===== src/design/tkm_pkg.sv =====
// Package for the top-k max-abs score selector: payload structs, sizes and
// the saturating absolute-value helper. No dependencies.
package tkm_pkg;

   localparam int NumScores   = 6;
   localparam int ScoreFields = 6;
   localparam int NumUsed     = (NumScores < ScoreFields) ? NumScores : ScoreFields;
   localparam int MaxKept     = 16;
   localparam int CountW      = $clog2(MaxKept + 1);
   localparam int IdxW        = (MaxKept > 1) ? $clog2(MaxKept) : 1;
   localparam int KeyW        = 48;
   localparam int ScoreW      = 32;
   localparam int RankW       = 31;
   localparam int TopCountW   = 5;
   localparam int TopCountRst = 16;
   localparam int QueueDepth  = 2;
   localparam int QueuePtrW   = $clog2(QueueDepth);
   localparam int QueueCntW   = $clog2(QueueDepth + 1);

   typedef struct packed {
      logic [KeyW-1:0]          entry_key;
      logic signed [ScoreW-1:0] score_0;
      logic signed [ScoreW-1:0] score_1;
      logic signed [ScoreW-1:0] score_2;
      logic signed [ScoreW-1:0] score_3;
      logic signed [ScoreW-1:0] score_4;
      logic signed [ScoreW-1:0] score_5;
      logic                     final_entry;
   } req_type;

   typedef struct packed {
      logic [15:0] bucket_id;
      logic [7:0]  street;
      logic [15:0] pot_amount;
      logic [7:0]  action_seq;
      logic        last_result;
   } rsp_type;

   // classified entry handed from front to back
   typedef struct packed {
      logic [KeyW-1:0]  key;
      logic [RankW-1:0] rank;
      logic             final_entry;
   } item_type;

   function automatic logic [RankW-1:0] abs_sat(input logic [ScoreW-1:0] s);
      logic [ScoreW-1:0] neg;
      neg = ~s + 1'b1;
      if (!s[ScoreW-1]) begin
         return s[RankW-1:0];
      end
      // most negative value has no positive twin
      if (neg[ScoreW-1]) begin
         return {RankW{1'b1}};
      end
      return neg[RankW-1:0];
   endfunction

endpackage


===== src/design/tkm_front.sv =====
// Front end of the top-k selector: accepts request beats, registers the
// absolute scores and forms the rank. Depends on tkm_pkg.
module tkm_front (
   input  logic             clock,
   input  logic             reset,
   input  logic             req_valid,
   output logic             req_stall,
   input  tkm_pkg::req_type req_data,
   output logic             item_valid,
   input  logic             item_ready,
   output tkm_pkg::item_type item_data
);
   import tkm_pkg::*;

   logic [ScoreW-1:0] scores [ScoreFields];
   logic              stage_valid_ff, stage_valid_in;
   logic [RankW-1:0]  abs_ff [NumUsed];
   logic [KeyW-1:0]   key_ff;
   logic              final_ff;
   logic              accept;
   logic [RankW-1:0]  rank_max;

   assign scores[0] = req_data.score_0;
   assign scores[1] = req_data.score_1;
   assign scores[2] = req_data.score_2;
   assign scores[3] = req_data.score_3;
   assign scores[4] = req_data.score_4;
   assign scores[5] = req_data.score_5;

   assign req_stall = stage_valid_ff && !item_ready;
   assign accept    = req_valid && !req_stall;

   always_comb begin
      stage_valid_in = stage_valid_ff;
      if (accept) begin
         stage_valid_in = 1'b1;
      end else if (item_ready) begin
         stage_valid_in = 1'b0;
      end
   end

   always_ff @(posedge clock) begin
      if (reset) begin
         stage_valid_ff <= 1'b0;
      end else begin
         stage_valid_ff <= stage_valid_in;
      end
   end

   always_ff @(posedge clock) begin
      if (accept) begin
         for (int i = 0; i < NumUsed; i++) begin
            abs_ff[i] <= abs_sat(scores[i]);
         end
         key_ff   <= req_data.entry_key;
         final_ff <= req_data.final_entry;
      end
   end

   always_comb begin
      rank_max = '0;
      for (int i = 0; i < NumUsed; i++) begin
         if (abs_ff[i] > rank_max) begin
            rank_max = abs_ff[i];
         end
      end
   end

   assign item_valid            = stage_valid_ff;
   assign item_data.key         = key_ff;
   assign item_data.rank        = rank_max;
   assign item_data.final_entry = final_ff;

endmodule


===== src/design/tkm_queue.sv =====
// Two-entry queue between front and back of the top-k selector.
// Depends on tkm_pkg.
module tkm_queue (
   input  logic              clock,
   input  logic              reset,
   input  logic              push_valid,
   output logic              push_ready,
   input  tkm_pkg::item_type push_data,
   output logic              pop_valid,
   input  logic              pop_ready,
   output tkm_pkg::item_type pop_data
);
   import tkm_pkg::*;

   item_type             mem [QueueDepth];
   logic [QueuePtrW-1:0] wr_ptr_ff, rd_ptr_ff;
   logic [QueueCntW-1:0] count_ff;
   logic                 do_push, do_pop;

   assign push_ready = (count_ff != QueueCntW'(QueueDepth));
   assign pop_valid  = (count_ff != '0);
   assign do_push    = push_valid && push_ready;
   assign do_pop     = pop_valid && pop_ready;
   assign pop_data   = mem[rd_ptr_ff];

   always_ff @(posedge clock) begin
      if (do_push) begin
         mem[wr_ptr_ff] <= push_data;
      end
   end

   always_ff @(posedge clock) begin
      if (reset) begin
         wr_ptr_ff <= '0;
         rd_ptr_ff <= '0;
         count_ff  <= '0;
      end else begin
         if (do_push) begin
            wr_ptr_ff <= wr_ptr_ff + 1'b1;
         end
         if (do_pop) begin
            rd_ptr_ff <= rd_ptr_ff + 1'b1;
         end
         if (do_push && !do_pop) begin
            count_ff <= count_ff + 1'b1;
         end else if (do_pop && !do_push) begin
            count_ff <= count_ff - 1'b1;
         end
      end
   end

endmodule


===== src/design/tkm_back.sv =====
// Back end of the top-k selector: sorted cell chain with parallel compares,
// insert updating all cells at once, and the report sequencer with its
// output register. Depends on tkm_pkg.
module tkm_back (
   input  logic                            clock,
   input  logic                            reset,
   input  logic [tkm_pkg::TopCountW-1:0]   top_count,
   input  logic                            item_valid,
   output logic                            item_ready,
   input  tkm_pkg::item_type               item_data,
   output logic                            rsp_valid,
   input  logic                            rsp_stall,
   output tkm_pkg::rsp_type                rsp_data
);
   import tkm_pkg::*;

   typedef enum logic [1:0] {
      StIdle = 2'b01,
      StEmit = 2'b10
   } back_state_type;

   back_state_type    state_ff;
   logic [KeyW-1:0]   key_ff  [MaxKept];
   logic [RankW-1:0]  rank_ff [MaxKept];
   logic [CountW-1:0] count_ff;
   logic [CountW-1:0] total_ff;
   logic [CountW-1:0] idx_ff;
   logic              rsp_valid_ff;
   rsp_type           rsp_data_ff;

   logic [CountW-1:0] cap, cnt_c, new_cnt;
   logic [MaxKept-1:0] ge, below;
   logic              ins_ok, pop, load, last_beat;
   logic [KeyW-1:0]   emit_key;
   logic [CountW-1:0] idx_next;

   always_comb begin
      cap = (32'(top_count) > MaxKept) ? CountW'(MaxKept) : CountW'(top_count);
      cnt_c = (count_ff > cap) ? cap : count_ff;
      for (int i = 0; i < MaxKept; i++) begin
         ge[i]    = (CountW'(i) < cnt_c) && (rank_ff[i] >= item_data.rank);
         below[i] = (CountW'(i) < cap);
      end
      // some slot under the limit loses to the new entry
      ins_ok  = |(~ge & below);
      new_cnt = cnt_c;
      if (ins_ok && (cnt_c < cap)) begin
         new_cnt = cnt_c + 1'b1;
      end
   end

   assign item_ready = (state_ff == StIdle);
   assign pop        = item_valid && item_ready;
   assign load       = !rsp_valid_ff || !rsp_stall;
   assign emit_key   = key_ff[idx_ff[IdxW-1:0]];
   assign idx_next   = idx_ff + 1'b1;
   assign last_beat  = (idx_next == total_ff);

   // cells: those ahead of the insert point hold, the rest shift down
   always_ff @(posedge clock) begin
      if (pop && ins_ok) begin
         for (int i = 0; i < MaxKept; i++) begin
            if (!ge[i]) begin
               if (i == 0 || ge[(i == 0) ? 0 : i - 1]) begin
                  key_ff[i]  <= item_data.key;
                  rank_ff[i] <= item_data.rank;
               end else begin
                  key_ff[i]  <= key_ff[(i == 0) ? 0 : i - 1];
                  rank_ff[i] <= rank_ff[(i == 0) ? 0 : i - 1];
               end
            end
         end
      end
   end

   always_ff @(posedge clock) begin
      if (reset) begin
         state_ff     <= StIdle;
         count_ff     <= '0;
         total_ff     <= '0;
         idx_ff       <= '0;
         rsp_valid_ff <= 1'b0;
      end else begin
         case (state_ff)
            StIdle: begin
               if (pop) begin
                  count_ff <= item_data.final_entry ? '0 : new_cnt;
                  if (item_data.final_entry && (new_cnt != '0)) begin
                     state_ff <= StEmit;
                     total_ff <= new_cnt;
                     idx_ff   <= '0;
                  end
               end
               if (rsp_valid_ff && !rsp_stall) begin
                  rsp_valid_ff <= 1'b0;
               end
            end
            StEmit: begin
               if (load) begin
                  rsp_valid_ff <= 1'b1;
                  idx_ff       <= idx_next;
                  if (last_beat) begin
                     state_ff <= StIdle;
                  end
               end
            end
            default: begin
               state_ff <= StIdle;
            end
         endcase
      end
   end

   always_ff @(posedge clock) begin
      if ((state_ff == StEmit) && load) begin
         rsp_data_ff.bucket_id   <= emit_key[15:0];
         rsp_data_ff.street      <= emit_key[23:16];
         rsp_data_ff.pot_amount  <= emit_key[39:24];
         rsp_data_ff.action_seq  <= emit_key[47:40];
         rsp_data_ff.last_result <= last_beat;
      end
   end

   assign rsp_valid = rsp_valid_ff;
   assign rsp_data  = rsp_data_ff;

endmodule


===== src/design/top_k_max_abs_score_select.sv =====
// Top-k selector by largest absolute score. A request beat passes the front end's
// score register and the queue before the back end; non-final entries sustain one
// per cycle. A final entry's first result beat comes out after the back end's StEmit
// state and its output register, then one result beat per cycle while rsp_stall is low;
// the back end takes no entries while it reports. Synchronous active-high reset empties
// the list and sets top_count to 16. Depends on tkm_pkg, tkm_front, tkm_queue, tkm_back.
module top_k_max_abs_score_select (
   input  logic                          clock,
   input  logic                          reset,
   input  logic                          req_valid,
   output logic                          req_stall,
   input  tkm_pkg::req_type              req_data,
   output logic                          rsp_valid,
   input  logic                          rsp_stall,
   output tkm_pkg::rsp_type              rsp_data,
   input  logic                          csr_valid,
   output logic                          csr_ready,
   input  logic [tkm_pkg::TopCountW-1:0] csr_data
);
   import tkm_pkg::*;

   logic [TopCountW-1:0] top_count_ff;
   logic                 f_valid, f_ready, b_valid, b_ready;
   item_type             f_data, b_data;

   assign csr_ready = 1'b1;

   always_ff @(posedge clock) begin
      if (reset) begin
         top_count_ff <= TopCountW'(TopCountRst);
      end else if (csr_valid) begin
         top_count_ff <= csr_data;
      end
   end

   tkm_front u_front (
      .clock      (clock),
      .reset      (reset),
      .req_valid  (req_valid),
      .req_stall  (req_stall),
      .req_data   (req_data),
      .item_valid (f_valid),
      .item_ready (f_ready),
      .item_data  (f_data)
   );

   tkm_queue u_queue (
      .clock      (clock),
      .reset      (reset),
      .push_valid (f_valid),
      .push_ready (f_ready),
      .push_data  (f_data),
      .pop_valid  (b_valid),
      .pop_ready  (b_ready),
      .pop_data   (b_data)
   );

   tkm_back u_back (
      .clock      (clock),
      .reset      (reset),
      .top_count  (top_count_ff),
      .item_valid (b_valid),
      .item_ready (b_ready),
      .item_data  (b_data),
      .rsp_valid  (rsp_valid),
      .rsp_stall  (rsp_stall),
      .rsp_data   (rsp_data)
   );

endmodule


===== config.mk =====
export PLATFORM = sky130hd
export DESIGN_NAME = top_k_max_abs_score_select
export DESIGN_NICKNAME = d
export VERILOG_FILES = /design/src/design/tkm_pkg.sv /design/src/design/tkm_front.sv /design/src/design/tkm_queue.sv /design/src/design/tkm_back.sv /design/src/design/top_k_max_abs_score_select.sv
export SDC_FILE = /design/constraint.sdc
export NUM_CORES = 2
export LEC_CHECK = 0
export CORE_UTILIZATION = 65
export CTS_CLUSTER_DIAMETER = 200
export DETAILED_ROUTE_END_ITERATION = 6
export DONT_BUFFER_PORTS = 1
export MAX_ROUTING_LAYER = met4
export PLACE_DENSITY = 0.9
export REMOVE_ABC_BUFFERS = 1
export SLEW_MARGIN = 20
export SYNTH_ARGS = -nofsm -noshare
export SYNTH_HDL_FRONTEND = slang
export SYNTH_SLANG_ARGS = --single-unit

===== constraint.sdc =====
create_clock -name clock -period 27.8 [get_ports clock]
set_input_delay 2.78 -clock clock [delete_from_list [all_inputs] [get_ports clock]]
set_output_delay 2.78 -clock clock [all_outputs]
set_load 0.01 [all_outputs]

==> impl.org <==
** Outcome
- The flow ran to the end, but the final reports show violations.
- The final reports fail on DRC.

** Finish
- Summing all multi-input logic gate instances after layout gives 41700 um^2.
- Compared with the post-synthesis result, the final layout area differs by 8.08%.
- Final std cells w/o fill :: 8842
- Sequential cell area :: 51900 um^2
- Fraction of final layout cells with drive strength greater than 1 :: 0.266
- Layout fillers :: 8396
- Net count of the finished layout :: 7680

** CTS
- Clock tree buffer depth :: 3
- Clock transition at the register clock pins on the worst setup and hold paths after CTS :: 60 ps
- TritonCTS built the clock tree.
- Hold repair after CTS inserted 0 buffers.
- Clock latency on the worst-skew pair :: 870 ps
- Number of buffers added by the clock tree synthesis step :: 175
- Number of clock sinks :: 1737
- H-tree levels :: 4
- Number of buffers inserted to repair setup after CTS :: 0
- CTS placed an instance of sky130_fd_sc_hd__clkbuf_16 at the clock tree root.
- Gates resized during post-CTS repair numbered 0.

** Setup path
- CP Buf/Inv Count :: 4
- Data on the critical path is required at its endpoint by 28380 ps.
- Maximum fanout count along the critical path :: 57
- Category of cells accounting for the largest share of critical-path delay :: compound AO/OA/AOI/OAI gates
- The most numerous cell type found on the critical path is sky130_fd_sc_hd__a21oi_1.
- For the worst setup path, the data arrival time is 17230 ps.
- For this design, the slowest cell found on the critical path is sky130_fd_sc_hd__o221a_2.
- For this run, the slowest stage of the critical path takes 890 ps.
- The worst setup path is of the reg2reg kind.
- Type of element capturing the critical path :: register
- Crit start category :: register

** Drt
- Post-detailed-route wirelength per cell :: 31.5 um
- The pre-antenna-repair detailed-routing pass consisted of 7 iterations.
- Top Metal Used :: met4
- Met2 WL :: 130000 um
- Once detail routing completed, the nets flagged for antenna violations numbered 0.
- Count of routing violations after the opening detailed-route iteration :: 8903
- Wire length the detailed router placed on met1 :: 94600 um
- Average vias per placed instance :: 7.36
- Summed over all nets, wire length on met3 after detailed routing comes to 33800 um.
- The detailed router placed 65080 vias in this run.
- The routed design has 279000 um of wire.
- DRC violations left :: 2

** Synth
- The synthesized netlist occupies a cell area of 95800 um^2.
- By instance count, the leading cell after synthesis is sky130_fd_sc_hd__edfxtp_1.
- The synthesized design spends more area on one cell type than any other, namely sky130_fd_sc_hd__edfxtp_1.
- Of the post-synthesis cell area, the dominant cell type holds 0.536.
- Of the synthesized area, sequential elements account for 0.542.
- Number of instances in the synthesized netlist :: 6874
- The average instance in the mapped netlist occupies 13.9 um^2.
- Yosys Warn Count :: 0
- Number of synthesized register bits :: 1737
- In this run, synthesis inferred 1708 flip-flops with an integrated enable.
- Count of different cell masters after synthesis :: 105
- Share of synthesized registers carrying an async set or reset :: 0
- Cell types occupying the most area after synthesis :: sky130_fd_sc_hd__edfxtp_1, sky130_fd_sc_hd__mux2_2, sky130_fd_sc_hd__ha_1, sky130_fd_sc_hd__mux4_2, sky130_fd_sc_hd__a21oi_1
- The most used flip-flop cell after synthesis is sky130_fd_sc_hd__edfxtp_1.
- Most used standard cells in the synthesized netlist :: sky130_fd_sc_hd__edfxtp_1, sky130_fd_sc_hd__mux2_2, sky130_fd_sc_hd__ha_1

** GRT
- Wire length of the first global-routing pass :: 409000 um
- Summed over all layers, the global routing overflow is 0.
- The number of global-route vias before repair is 65087.
- Total routing usage reported by global routing :: 0.381
- The number of antenna violations at the first check in global routing was 5.
- Entering global routing, the biggest net connects 139 pins.

** STA
- Setup total negative slack on the finished layout was measured at 0 ps.
- The final number of max-transition violations is 0.
- In this run the tightest slew margin relative to its limit is 0.174.
- The final hold violation count was 0.
- Time the final worst path needs with I/O delays and setup :: 16650 ps
- Timing would allow up to 60.1 MHz.
- Transition time at the pin with the least slew margin :: 1240 ps
- Of the available clock period, the critical path in the final layout requires 0.599.
- Setup violations remaining at the end of the flow were counted as 0.
- Setup repair after global routing left no endpoint under its margin.
- Post-route clock skew :: 74.4 ps

** Floorplan
- For this configuration, the core starts out at a cell density of 0.656.
- The total area inside the core boundary comes to 146000 um^2.
- The die is 386 um tall.
- Die ar. :: 149000 um^2
- The floorplan has 140 rows.
- Horizontal die dimension :: 386 um
- Top Ports :: 303

** Flow run
- The tool flagged a number of max-cap violations equal to 0.

** Placement
- Detailed placement ended at an HPWL of 165000 um.
- Number of placed cells counting well taps :: 8519
- # port buffers :: 0
- Placer's final routability congestion estimate :: 0.932

** Min path
- Class of the tightest hold or removal check :: reg2reg
==> metal layers <==
| layer | up-vias | global-route usage |
|---|---|---|
| li1 | 26576 | - |
| met1 | 31326 | 0.457 |
| met2 | 5641 | 0.594 |
| met3 | 1537 | 0.0880 |
| met4 | 0 | 0.214 |
| met5 | - | - |
==> metrics by stage <==
step / worst slack (ps) / hold slack (ps) / util / instance area (um^2)
6_report: 11150 / 444 / 0.709 / 104000
4_1_cts: 11560 / 443 / 0.709 / 103000
5_1_grt: 10100 / 449 / 0.709 / 104000
3_5_place_dp: 11710 / 430 / 0.669 / 97700
3_3_place_gp: 12020 / 422 / 0.669 / 97700
2_1_floorplan: 11100 / 421 / - / 94300
==> final timing paths <==
| path | start | endpoint | slack, ps | cells past startpoint |
|---|---|---|---|---|
| max reg2reg | u_front.abs_ff[1][5] | u_queue.mem[0][9] | 11150 | 63 |
| min | u_front.key_ff[43] | u_queue.mem[1][75] | 440 | 0 |
| max | u_front.abs_ff[1][5] | u_queue.mem[0][9] | 11150 | 63 |
| min reg2reg | u_front.key_ff[43] | u_queue.mem[1][75] | 440 | 0 |
==> kinds of logic after synthesis <==
logic type | Yosys count | synth area share
multiplexers | 1493 | 0.203
AND/OR/NAND/NOR | 1145 | 0.0586
buffers and inverters | 611 | 0.0247
other | 1 | 0.0000392
adder cells (fa/ha/maj) | 654 | 0.0853
flip-flops | 1737 | 0.542
AO/OA/AOI/OAI | 1056 | 0.0707
XOR/XNOR | 177 | 0.0162
==> layout make-up <==
type | instances | share of cell area
timing repair buffer | 94 | 0.00737
multi-input combinational | 4526 | 0.403
antenna | 5 | 0.000121
clock inverter | 102 | 0.0117
clock buffer | 213 | 0.0439
tap | 1917 | 0.0232
sequential | 1737 | 0.501
inverter | 248 | 0.00909
==> sequential cells by signal, summed over array words and instances, names as in the netlist, 2 cells and up, named ones only <==
signal / cells
u_back.total_ff: 5
u_queue.count_ff: 2
u_queue.mem: 160
u_back.idx_ff: 5
u_back.count_ff: 5
u_back.rsp_data: 49
u_back.key_ff: 768
top_count_ff: 5
u_back.state_ff: 2
u_back.rank_ff: 496
u_front.key_ff: 48
u_front.abs_ff: 186
==> worst reg2reg max path: cells and delay by family (launching register included) <==
kind,cells,cell delay (ps)
compound gates,26,7380
fa+ha+maj,5,1610
flops,1,430
mux,2,690
buf+inv,4,1130
simple gates,26,5170
==> cell usage in the layout (no fill, tap or decap), types with 24 or more instances in the layout <==
| cell type | count |
|---|---|
| sky130_fd_sc_hd__clkinv_1 | 43 |
| sky130_fd_sc_hd__xnor2_1 | 24 |
| sky130_fd_sc_hd__or3_1 | 35 |
| sky130_fd_sc_hd__o31ai_1 | 44 |
| sky130_fd_sc_hd__a21oi_1 | 333 |
| sky130_fd_sc_hd__dfxtp_1 | 24 |
| sky130_fd_sc_hd__nand3_1 | 87 |
| sky130_fd_sc_hd__o41ai_1 | 24 |
| sky130_fd_sc_hd__mux2i_1 | 76 |
| sky130_fd_sc_hd__edfxtp_1 | 1708 |
| sky130_fd_sc_hd__nor4_1 | 30 |
| sky130_fd_sc_hd__nor2b_1 | 75 |
| sky130_fd_sc_hd__mux4_2 | 240 |
| sky130_fd_sc_hd__or4_1 | 25 |
| sky130_fd_sc_hd__inv_1 | 239 |
| sky130_fd_sc_hd__ha_1 | 647 |
| sky130_fd_sc_hd__clkbuf_16 | 175 |
| sky130_fd_sc_hd__o21ai_0 | 221 |
| sky130_fd_sc_hd__buf_4 | 90 |
| sky130_fd_sc_hd__nor2_1 | 260 |
| sky130_fd_sc_hd__mux2_2 | 1173 |
| sky130_fd_sc_hd__a31oi_1 | 29 |
| sky130_fd_sc_hd__clkbuf_1 | 36 |
| sky130_fd_sc_hd__a21o_1 | 98 |
| sky130_fd_sc_hd__nand2b_1 | 53 |
| sky130_fd_sc_hd__nand4_1 | 82 |
| sky130_fd_sc_hd__xor2_1 | 153 |
| sky130_fd_sc_hd__nand2_1 | 346 |
| sky130_fd_sc_hd__o21a_1 | 92 |
| sky130_fd_sc_hd__nor3_1 | 40 |
Power is not shown: default switching activity piles up to over one toggle a cycle in this logic, so the estimate is an artifact.
